`src/rtl/core/rft_pkg.sv`:
```
`timescale 1ns / 1ps
`default_nettype none

package rft_pkg;

    localparam int CHAR_W          = 8;
    localparam int RAIL_W          = 7;
    localparam int LEN_W           = 7;
    localparam int CFG_DATA_W      = 7;
    localparam int CFG_INDEX_W     = 1;
    localparam int MAX_LEN_DEFAULT = 64;

    // register indexes
    localparam logic [CFG_INDEX_W-1:0] REG_RAIL_COUNT    = 1'b0;
    localparam logic [CFG_INDEX_W-1:0] REG_DECIPHER_MODE = 1'b1;

    localparam logic [CHAR_W-1:0] SPACE_BYTE       = 8'h20;
    localparam logic [RAIL_W-1:0] RAIL_COUNT_RESET = 7'd3;

    typedef struct packed {
        logic [CHAR_W-1:0] char_in;
        logic              last_in;
    } item_t;

    typedef struct packed {
        logic [CHAR_W-1:0] char_out;
        logic              last_out;
        logic              truncated;
    } result_t;

    // one stored message waiting for the permutation engine
    typedef struct packed {
        logic             bank;
        logic [LEN_W-1:0] len;
        logic [LEN_W-1:0] rails;
        logic             identity;
        logic             decipher;
        logic             overflow;
    } job_t;

endpackage

`default_nettype wire

```
`src/rtl/core/rft_store.sv`:
```
`timescale 1ns / 1ps
`default_nettype none

module rft_store #(
    parameter int MAX_LEN = rft_pkg::MAX_LEN_DEFAULT
) (
    input  wire                                  clk,
    input  wire                                  we,
    input  wire  [$clog2(MAX_LEN):0]             waddr,
    input  wire  [rft_pkg::CHAR_W-1:0]           wdata,
    input  wire                                  re,
    input  wire  [$clog2(MAX_LEN):0]             raddr,
    output logic [rft_pkg::CHAR_W-1:0]           rdata
);

    localparam int AW    = $clog2(MAX_LEN);
    localparam int DEPTH = 2 ** (AW + 1);

    // two banks: one fills while the other is read
    logic [rft_pkg::CHAR_W-1:0] text_mem_reg [DEPTH];
    logic [rft_pkg::CHAR_W-1:0] rdata_reg;

    always_ff @(posedge clk)
    begin
        if (we)
        begin
            text_mem_reg[waddr] <= wdata;
        end
        if (re)
        begin
            rdata_reg <= text_mem_reg[raddr];
        end
    end

    assign rdata = rdata_reg;

endmodule

`default_nettype wire

```
`src/rtl/core/rft_front.sv`:
```
`timescale 1ns / 1ps
`default_nettype none

module rft_front #(
    parameter int MAX_LEN = rft_pkg::MAX_LEN_DEFAULT
) (
    input  wire                                  clk,
    input  wire                                  rst_n,
    input  wire                                  cfg_we,
    input  wire  [rft_pkg::CFG_INDEX_W-1:0]      cfg_index,
    input  wire  [rft_pkg::CFG_DATA_W-1:0]       cfg_data,
    input  wire                                  item_valid,
    output logic                                 item_stall,
    input  rft_pkg::item_t                       item,
    input  wire                                  queue_full,
    output logic                                 push,
    output rft_pkg::job_t                        push_job,
    output logic                                 store_we,
    output logic [$clog2(MAX_LEN):0]             store_addr,
    output logic [rft_pkg::CHAR_W-1:0]           store_data
);

    localparam int AW  = $clog2(MAX_LEN);
    localparam int CW  = $clog2(MAX_LEN + 1);
    localparam int RCW = rft_pkg::RAIL_W + 1;

    logic [rft_pkg::RAIL_W-1:0] rail_count_reg;
    logic                       decipher_reg;
    logic [CW-1:0]              cnt_reg, cnt_next, cnt_after;
    logic                       ovf_reg, ovf_next, ovf_after;
    logic                       bank_reg, bank_next;
    logic                       accept, is_char, room, identity;

    assign item_stall = queue_full;
    assign accept     = item_valid && !queue_full;
    assign is_char    = item.char_in != rft_pkg::SPACE_BYTE;
    assign room       = cnt_reg < CW'(MAX_LEN);

    assign store_we   = accept && is_char && room;
    assign store_addr = {bank_reg, cnt_reg[AW-1:0]};
    assign store_data = item.char_in;

    always_comb
    begin
        cnt_after = cnt_reg + CW'(store_we);
        ovf_after = ovf_reg | (accept && is_char && !room);
        // fewer than two rails, or no rail turn inside the message: order kept
        identity  = (rail_count_reg < rft_pkg::RAIL_W'(2))
                 || ({1'b0, rail_count_reg} >= RCW'(cnt_after));
        push      = accept && item.last_in && (cnt_after != '0);

        push_job.bank     = bank_reg;
        push_job.len      = rft_pkg::LEN_W'(cnt_after);
        push_job.rails    = rft_pkg::LEN_W'(rail_count_reg);
        push_job.identity = identity;
        push_job.decipher = decipher_reg;
        push_job.overflow = ovf_after;

        cnt_next  = cnt_reg;
        ovf_next  = ovf_reg;
        bank_next = bank_reg;
        if (accept)
        begin
            if (item.last_in)
            begin
                cnt_next  = '0;
                ovf_next  = 1'b0;
                bank_next = bank_reg ^ push;
            end
            else
            begin
                cnt_next = cnt_after;
                ovf_next = ovf_after;
            end
        end
    end

    always_ff @(posedge clk or negedge rst_n)
    begin
        if (!rst_n)
        begin
            rail_count_reg <= rft_pkg::RAIL_COUNT_RESET;
            decipher_reg   <= 1'b0;
            cnt_reg        <= '0;
            ovf_reg        <= 1'b0;
            bank_reg       <= 1'b0;
        end
        else
        begin
            cnt_reg  <= cnt_next;
            ovf_reg  <= ovf_next;
            bank_reg <= bank_next;
            if (cfg_we)
            begin
                unique case (cfg_index)
                    rft_pkg::REG_RAIL_COUNT:    rail_count_reg <= cfg_data;
                    rft_pkg::REG_DECIPHER_MODE: decipher_reg   <= cfg_data[0];
                endcase
            end
        end
    end

endmodule

`default_nettype wire

```
`src/rtl/core/rft_queue.sv`:
```
`timescale 1ns / 1ps
`default_nettype none

module rft_queue (
    input  wire                 clk,
    input  wire                 rst_n,
    input  wire                 push,
    input  rft_pkg::job_t       push_job,
    input  wire                 pop,
    output rft_pkg::job_t       head,
    output logic                full,
    output logic                empty
);

    rft_pkg::job_t slot_reg [2];
    logic          wr_ptr_reg, rd_ptr_reg;
    logic [1:0]    count_reg;

    assign full  = count_reg == 2'd2;
    assign empty = count_reg == 2'd0;
    assign head  = slot_reg[rd_ptr_reg];

    always_ff @(posedge clk)
    begin
        if (push)
        begin
            slot_reg[wr_ptr_reg] <= push_job;
        end
    end

    always_ff @(posedge clk or negedge rst_n)
    begin
        if (!rst_n)
        begin
            wr_ptr_reg <= 1'b0;
            rd_ptr_reg <= 1'b0;
            count_reg  <= 2'd0;
        end
        else
        begin
            if (push)
            begin
                wr_ptr_reg <= ~wr_ptr_reg;
            end
            if (pop)
            begin
                rd_ptr_reg <= ~rd_ptr_reg;
            end
            count_reg <= count_reg + 2'(push) - 2'(pop);
        end
    end

endmodule

`default_nettype wire

```
`src/rtl/core/rft_back.sv`:
```
`timescale 1ns / 1ps
`default_nettype none

module rft_back #(
    parameter int MAX_LEN = rft_pkg::MAX_LEN_DEFAULT
) (
    input  wire                                  clk,
    input  wire                                  rst_n,
    input  wire                                  job_valid,
    input  rft_pkg::job_t                        job,
    output logic                                 pop,
    output logic                                 rd_en,
    output logic [$clog2(MAX_LEN):0]             rd_addr,
    input  wire  [rft_pkg::CHAR_W-1:0]           rd_data,
    output logic                                 result_valid,
    input  wire                                  result_stall,
    output rft_pkg::result_t                     result,
    output logic                                 copy_active,
    output logic                                 copy_bank
);

    localparam int AW = $clog2(MAX_LEN);
    localparam int CW = $clog2(MAX_LEN + 1);
    localparam int SW = $clog2(3 * MAX_LEN);

    typedef enum logic [3:0] {
        ST_IDLE  = 4'b0001,
        ST_COPY  = 4'b0010,
        ST_DRAIN = 4'b0100,
        ST_EMIT  = 4'b1000
    } state_t;

    state_t                     state_reg, state_next;
    rft_pkg::job_t              job_reg;
    logic [CW-1:0]              k_reg, k_next;
    logic [SW-1:0]              pos_reg, pos_next;
    logic [CW-1:0]              rail_reg, rail_next;
    logic                       phase_reg, phase_next;
    logic                       wr_pend_reg;
    logic [AW-1:0]              dst_reg;

    logic [rft_pkg::CHAR_W-1:0] scratch_reg [2 ** AW];
    logic                       a_valid_reg;
    logic [rft_pkg::CHAR_W-1:0] a_data_reg;
    logic                       a_last_reg, a_trunc_reg;
    logic                       out_valid_reg;
    rft_pkg::result_t           out_reg;

    logic [CW-1:0]              len, rails, rail_inc;
    logic [SW-1:0]              period, rail2, step, sum;
    logic                       edge_rail, k_last;
    logic [AW-1:0]              src, dst;
    logic                       out_ready, a_move, issue;

    // zigzag walker: positions of rail 0 first, each rail in ascending order
    always_comb
    begin
        len       = CW'(job_reg.len);
        rails     = CW'(job_reg.rails);
        rail_inc  = rail_reg + CW'(1);
        period    = SW'({rails, 1'b0}) - SW'(2);
        rail2     = SW'({rail_reg, 1'b0});
        edge_rail = (rail_reg == '0) || (rail_reg == rails - CW'(1));
        if (job_reg.identity)
        begin
            step = SW'(1);
        end
        else if (edge_rail)
        begin
            step = period;
        end
        else if (phase_reg)
        begin
            step = rail2;
        end
        else
        begin
            step = period - rail2;
        end
        sum    = pos_reg + step;
        k_last = (k_reg + CW'(1)) == len;
        src    = job_reg.decipher ? k_reg[AW-1:0]   : pos_reg[AW-1:0];
        dst    = job_reg.decipher ? pos_reg[AW-1:0] : k_reg[AW-1:0];
    end

    assign out_ready = !out_valid_reg || !result_stall;
    assign a_move    = a_valid_reg && out_ready;
    assign issue     = (state_reg == ST_EMIT) && (!a_valid_reg || out_ready);

    assign pop         = state_reg == ST_DRAIN;
    assign rd_en       = state_reg == ST_COPY;
    assign rd_addr     = {job_reg.bank, src};
    assign copy_active = state_reg == ST_COPY;
    assign copy_bank   = job_reg.bank;

    always_comb
    begin
        state_next = state_reg;
        k_next     = k_reg;
        pos_next   = pos_reg;
        rail_next  = rail_reg;
        phase_next = phase_reg;
        unique case (state_reg)
            ST_IDLE:
            begin
                if (job_valid)
                begin
                    state_next = ST_COPY;
                    k_next     = '0;
                    pos_next   = '0;
                    rail_next  = '0;
                    phase_next = 1'b0;
                end
            end
            ST_COPY:
            begin
                if (k_last)
                begin
                    state_next = ST_DRAIN;
                end
                else
                begin
                    k_next = k_reg + CW'(1);
                    if (!job_reg.identity && (sum >= SW'(len)))
                    begin
                        rail_next  = rail_inc;
                        pos_next   = SW'(rail_inc);
                        phase_next = 1'b0;
                    end
                    else
                    begin
                        pos_next   = sum;
                        phase_next = ~phase_reg;
                    end
                end
            end
            ST_DRAIN:
            begin
                state_next = ST_EMIT;
                k_next     = '0;
            end
            ST_EMIT:
            begin
                if (issue)
                begin
                    if (k_last)
                    begin
                        state_next = ST_IDLE;
                    end
                    else
                    begin
                        k_next = k_reg + CW'(1);
                    end
                end
            end
            default:
            begin
                state_next = ST_IDLE;
            end
        endcase
    end

    always_ff @(posedge clk or negedge rst_n)
    begin
        if (!rst_n)
        begin
            state_reg     <= ST_IDLE;
            job_reg       <= '0;
            k_reg         <= '0;
            pos_reg       <= '0;
            rail_reg      <= '0;
            phase_reg     <= 1'b0;
            wr_pend_reg   <= 1'b0;
            a_valid_reg   <= 1'b0;
            out_valid_reg <= 1'b0;
        end
        else
        begin
            state_reg   <= state_next;
            k_reg       <= k_next;
            pos_reg     <= pos_next;
            rail_reg    <= rail_next;
            phase_reg   <= phase_next;
            wr_pend_reg <= state_reg == ST_COPY;
            if ((state_reg == ST_IDLE) && job_valid)
            begin
                job_reg <= job;
            end
            if (issue)
            begin
                a_valid_reg <= 1'b1;
            end
            else if (a_move)
            begin
                a_valid_reg <= 1'b0;
            end
            if (a_move)
            begin
                out_valid_reg <= 1'b1;
            end
            else if (out_ready)
            begin
                out_valid_reg <= 1'b0;
            end
        end
    end

    // scratch buffer, emit stage and output register
    always_ff @(posedge clk)
    begin
        dst_reg <= dst;
        if (wr_pend_reg)
        begin
            scratch_reg[dst_reg] <= rd_data;
        end
        if (issue)
        begin
            a_data_reg  <= scratch_reg[k_reg[AW-1:0]];
            a_last_reg  <= k_last;
            a_trunc_reg <= job_reg.overflow;
        end
        if (a_move)
        begin
            out_reg.char_out  <= a_data_reg;
            out_reg.last_out  <= a_last_reg;
            out_reg.truncated <= a_trunc_reg;
        end
    end

    assign result_valid = out_valid_reg;
    assign result       = out_reg;

endmodule

`default_nettype wire

```
`src/rtl/core/rail_fence_transposer.sv`:
```
// Rail-fence transposer: collects a message, emits it permuted over a zigzag.
// Throughput: one byte per cycle on load while the job queue is not full; the back
//   end copies each message through the store read port, then emits it, one result
//   per cycle while result_stall is low.
// Reset: control cleared, rail count 3, encipher mode; the text store is not cleared.
`timescale 1ns / 1ps
`default_nettype none

module rail_fence_transposer #(
    parameter int MAX_LEN = rft_pkg::MAX_LEN_DEFAULT
) (
    input  wire                                  clk,
    input  wire                                  rst_n,
    input  wire                                  cfg_we,
    input  wire  [rft_pkg::CFG_INDEX_W-1:0]      cfg_index,
    input  wire  [rft_pkg::CFG_DATA_W-1:0]       cfg_data,
    input  wire                                  item_valid,
    output logic                                 item_stall,
    input  rft_pkg::item_t                       item,
    output logic                                 result_valid,
    input  wire                                  result_stall,
    output rft_pkg::result_t                     result
);

    localparam int AW = $clog2(MAX_LEN);

    // Front end: drops spaces, fills the free bank of the text store and, at the end
    // of a non-empty message, hands on a job (bank, length, rails, mode, overflow).
    logic                       push, pop, q_full, q_empty;
    rft_pkg::job_t              push_job, head_job;
    logic                       store_we;
    logic [AW:0]                store_addr;
    logic [rft_pkg::CHAR_W-1:0] store_data;

    // Back end read side of the store
    logic                       rd_en;
    logic [AW:0]                rd_addr;
    logic [rft_pkg::CHAR_W-1:0] rd_data;
    logic                       copy_active, copy_bank;

    rft_front #(
        .MAX_LEN (MAX_LEN)
    ) u_front (
        .clk        (clk),
        .rst_n      (rst_n),
        .cfg_we     (cfg_we),
        .cfg_index  (cfg_index),
        .cfg_data   (cfg_data),
        .item_valid (item_valid),
        .item_stall (item_stall),
        .item       (item),
        .queue_full (q_full),
        .push       (push),
        .push_job   (push_job),
        .store_we   (store_we),
        .store_addr (store_addr),
        .store_data (store_data)
    );

    // Two-entry job queue; an entry holds its bank until the copy pass ends,
    // so a full queue means both banks are taken and input transfers stall.
    rft_queue u_queue (
        .clk      (clk),
        .rst_n    (rst_n),
        .push     (push),
        .push_job (push_job),
        .pop      (pop),
        .head     (head_job),
        .full     (q_full),
        .empty    (q_empty)
    );

    rft_store #(
        .MAX_LEN (MAX_LEN)
    ) u_store (
        .clk   (clk),
        .we    (store_we),
        .waddr (store_addr),
        .wdata (store_data),
        .re    (rd_en),
        .raddr (rd_addr),
        .rdata (rd_data)
    );

    // Back end: copy pass permutes the bank into a scratch buffer, the emit
    // pass streams it out through a two-stage pipeline under result_stall.
    rft_back #(
        .MAX_LEN (MAX_LEN)
    ) u_back (
        .clk          (clk),
        .rst_n        (rst_n),
        .job_valid    (!q_empty),
        .job          (head_job),
        .pop          (pop),
        .rd_en        (rd_en),
        .rd_addr      (rd_addr),
        .rd_data      (rd_data),
        .result_valid (result_valid),
        .result_stall (result_stall),
        .result       (result),
        .copy_active  (copy_active),
        .copy_bank    (copy_bank)
    );

    // Checks
    a_no_push_when_full: assert property (@(posedge clk) disable iff (!rst_n)
        !(push && q_full))
        else $error("job pushed into a full queue");

    a_no_pop_when_empty: assert property (@(posedge clk) disable iff (!rst_n)
        !(pop && q_empty))
        else $error("job popped from an empty queue");

    a_bank_apart: assert property (@(posedge clk) disable iff (!rst_n)
        (store_we && copy_active) |-> (store_addr[AW] != copy_bank))
        else $error("front end writes the bank under copy");

endmodule

`default_nettype wire

```
`config.mk`:
```
export PLATFORM = sky130hd
export DESIGN_NAME = rail_fence_transposer
export DESIGN_NICKNAME = d
export VERILOG_FILES = /design/src/rtl/core/rft_pkg.sv /design/src/rtl/core/rft_store.sv /design/src/rtl/core/rft_front.sv /design/src/rtl/core/rft_queue.sv /design/src/rtl/core/rft_back.sv /design/src/rtl/core/rail_fence_transposer.sv
export SDC_FILE = /design/constraint.sdc
export NUM_CORES = 2
export LEC_CHECK = 0
export BUFFER_PORTS_ARGS = -buffer_cell sky130_fd_sc_hd__buf_2
export CAP_MARGIN = 20
export CELL_PAD_IN_SITES_DETAIL_PLACEMENT = 1
export CELL_PAD_IN_SITES_GLOBAL_PLACEMENT = 1
export CORE_MARGIN = 10
export CORE_UTILIZATION = 51
export DETAILED_ROUTE_END_ITERATION = 10
export HOLD_SLACK_MARGIN = 0.03
export PLACE_DENSITY = 0.75
export SYNTH_ARGS = -nofsm -noshare
export SYNTH_HDL_FRONTEND = slang
export SYNTH_HIERARCHICAL = 1
export SYNTH_SLANG_ARGS = --single-unit
```
`constraint.sdc`:
```
create_clock -name clk -period 5.6 [get_ports clk]
set_input_delay 0.56 -clock clk [delete_from_list [all_inputs] [get_ports clk]]
set_output_delay 0.56 -clock clk [all_outputs]
set_load 0.005 [all_outputs]
```
==> results.yml <==
yosys:
  ys.flop_type: "edfxtp_1"
  synthesis.nets: 3082
  synth.largest_area_cell: "edfxtp_1"
  synth_edf_count: 1600
  synthCells: 3023
  synth_cell_types: 68
  synthArstFlopShare_pct: 4.12
  syn_avg_cell_area_um2: 21.9
  netlist_area_mm2: 0.0663
  synth_top_area_share_pct: 72.5
  ys_top_cells_by_count: "1,600 x edfxtp_1, 504 x mux4_2, 209 x nor2_1"
  synth.area.top_cells: "edfxtp_1 72%, mux4_2 17%, dfrtp_1 2.5%"
  yosysWarnings: 6
  synth_most_common_cell: "edfxtp_1"
  ys_seq_elements: 1675
  ys_seq_area_share_pct: 75.3
final_layout:
  area_growth_syn_to_layout_pct: 11.8
  finalNetCount: 3201
  ff_latch_area_mm2: 0.0499
  antennaDiodeCount: 0
  largest_reg_flops: 1024
  n_fill_cell: 10800
  multi_input_area_mm2: 0.0156
  drive_gt1_share_pct: 28.8
floorplanning:
  die_x_um: 381
  io_pins: 34
  die_h_um: 381
  die-area_mm2: 0.145
  num_rows: 132
  coreArea_mm2: 0.129
  start_util_pct: 51.3
routing:
  wl_per_cell_um: 31.2
  wirelength_um: 157000
  drtIter0Drc: 3338
  drtAntennaViolNets: 0
  remaining_drc_errors: 0
  dr.pass1.iters: 5
  post_drt_via_cell_ratio: 6.31
  vias: 31700
global_route:
  antenna_found_initial: 3
  grt_max_degree: 132
  overflow: 0
  grt_pass1_vias: 33500
  grt_usage_pct: 21.6
  grt_pass1_wl_um: 233000
clock_network:
  clk_pin_slew_ns: 0.06
  cts_max_path_buffers: 3
  clk_root_buffer_cell: "clkbuf_16"
  cts.sinks: 1675
  cts_tree: "yes"
  cts-buffers-inserted: 165
  h-tree-depth: 4
  clk_latency_ns: 0.80
power_and_ir_drop:
  p_total_mw: 33.6
  p_per_area_mw_per_mm2: 453
  p_leak_nw: 22.8
  ir_worst_vdd_mv: 0.364
critical_path:
  path_max_fanout: 10
  r2r_start: "u_back/rails[0]"
  required_ns: 6.25
  worst_setup_path_start_kind: "flip-flop"
  regToRegEndpoint: "u_back/pos_reg[2]"
  cp-end-kind: "flip-flop"
  crit_arrival_ns: 5.97
  rr_worst_depth: 22
  cp_cell_sequence: "inv_1 -> ha_1 -> or3b_4 -> xnor2_2 -> ha_4 -> nand4_1 -> nor2_2 -> a21oi_1 -> o22ai_2 -> a211oi_1 -> a211oi_2 -> ha_1 -> a21o_1 -> a211oi_2 -> nor2_1 -> o41ai_2 -> xnor2_1 -> xnor2_2 -> a21oi_4 -> buf_4 -> mux2i_1 -> o21ai_1"
  reg2reg_slack_ns: 0.28
  slowest_stage: "or3b_4"
  crit_family: "compound AO/OA/AOI/OAI gates"
  crit_type: "flip-flop to flip-flop"
  cp_slowest_stage_delay_ns: 0.43
  path_buf_inv: 2
sta:
  slew_violations: 0
  holdWs_ns: 0.106
  post-route-min-period_ns: 5.32
  tightest_slew_ns: 1.13
  fin_crit_sh_pct: 95.0
  setup_viol: 0
  hold_violations: 0
  max_freq_mhz: 188
  max_slew_margin_pct: 24.8
  clock-skew-final_ns: 0.0219
run:
  cap_violations: 0
placement:
  gp_congestion: 0.819
  io_buffer_count: 33
  dp_hpwl_um: 95300
min_path:
  min-delay-start: "cfg_we"
  hp-class: "input port to flip-flop"
  hold-path-endpoint: "u_front/decipher_reg"
  hold_depth: 3
outcome:
  status: "complete, no violations"
## worst max-delay path by stage
stage               startpoint            endpoint  slack [ns]  cells after the start
2_1_floorplan  u_back/rails[0]  u_back/rail_reg[0]        0.41                     24
3_3_place_gp   u_back/rails[0]  u_back/rail_reg[0]       -0.14                     23
3_5_place_dp   u_back/rails[0]  u_back/rail_reg[0]       -0.51                     21
4_1_cts        u_back/rails[0]  u_back/rail_reg[2]        0.04                     23
5_1_grt        u_back/rails[0]   u_back/pos_reg[5]       -0.03                     22
6_report       u_back/rails[0]   u_back/pos_reg[2]        0.28                     22
## cell type report
cell class              count  share of cell area, %
multi-input cells        1142                   21.0
clock inverters            98                   1.36
repair buffers            126                   1.45
flip-flops and latches   1675                   67.3
clock buffers             204                   5.77
well taps                1742                   2.94
inverters                  32                  0.162
## worst reg2reg max path: cells and delay by family (launching register included)
| kind | cells | cell delay (ns) |
|---|---|---|
| multiplexers | 1 | 0.19 |
| AO/OA/AOI/OAI | 9 | 2.03 |
| AND/OR/NAND/NOR | 4 | 0.84 |
| XOR/XNOR | 3 | 0.65 |
| adder cells (fa/ha/maj) | 3 | 0.80 |
| buffers and inverters | 2 | 0.29 |
| flip-flops | 1 | 0.42 |
## power breakdown
| group | internal [mW] | switching (mW) |
|---|---|---|
| clock | 6.20 | 4.68 |
| sequential | 14.4 | 0.365 |
| combinational | 3.63 | 4.32 |
## metal layers
layer	GRT usage, %	vias to the layer above	routed length, um
met5	0	-	25
met4	5.86	4	3580
met3	3.47	239	11000
met2	36.2	1473	80800
met1	29.4	17100	61300
li1	-	12800	-
## layout by cell type, fill, tap and decap left out, types with 31 or more instances in the layout
cell	count
clkbuf_16	165
nand3_1	36
edfxtp_1	1600
mux4_2	504
buf_4	78
nor2_1	207
clkinv_1	34
ha_1	34
nand2_1	51
mux2_2	52
clkbuf_1	39
inv_1	31
dfrtp_1	63
## stage by stage
| stage | TNS (ns) | util, % | setup WS (ns) | cells | cell area [um2] |
|---|---|---|---|---|---|
| after floorplan | 0 | - | 0.406 | 3023 | 66300 |
| final | 0 | 57.3 | 0.282 | 5019 | 74100 |
| after global routing | -0.0831 | 57.3 | -0.0277 | 5019 | 74100 |
| after CTS | 0 | 57.2 | 0.0399 | 5009 | 74000 |
| after global placement | -0.305 | 53.0 | -0.144 | 4693 | 68600 |
| after detailed placement | -3.77 | 53.0 | -0.511 | 4694 | 68600 |
## cells by family after synthesis
logic type,share of synthesized area (%)
AND/OR/NAND/NOR,2.62
adder cells (fa/ha/maj),0.721
flip-flops,75.3
XOR/XNOR,0.525
AO/OA/AOI/OAI,1.02
multiplexers,18.4
buffers and inverters,1.44
## timing repair
item | CTS | global route
hold buffers | 10 | 0
buffers inserted | 3 | 7
pin swaps | 1 | 7
hold endpoints to repair | 76 | 0
setup endpoints to repair | 14 | 15
resized for setup | 6 | 11
Power figures use the tool's default switching activity.
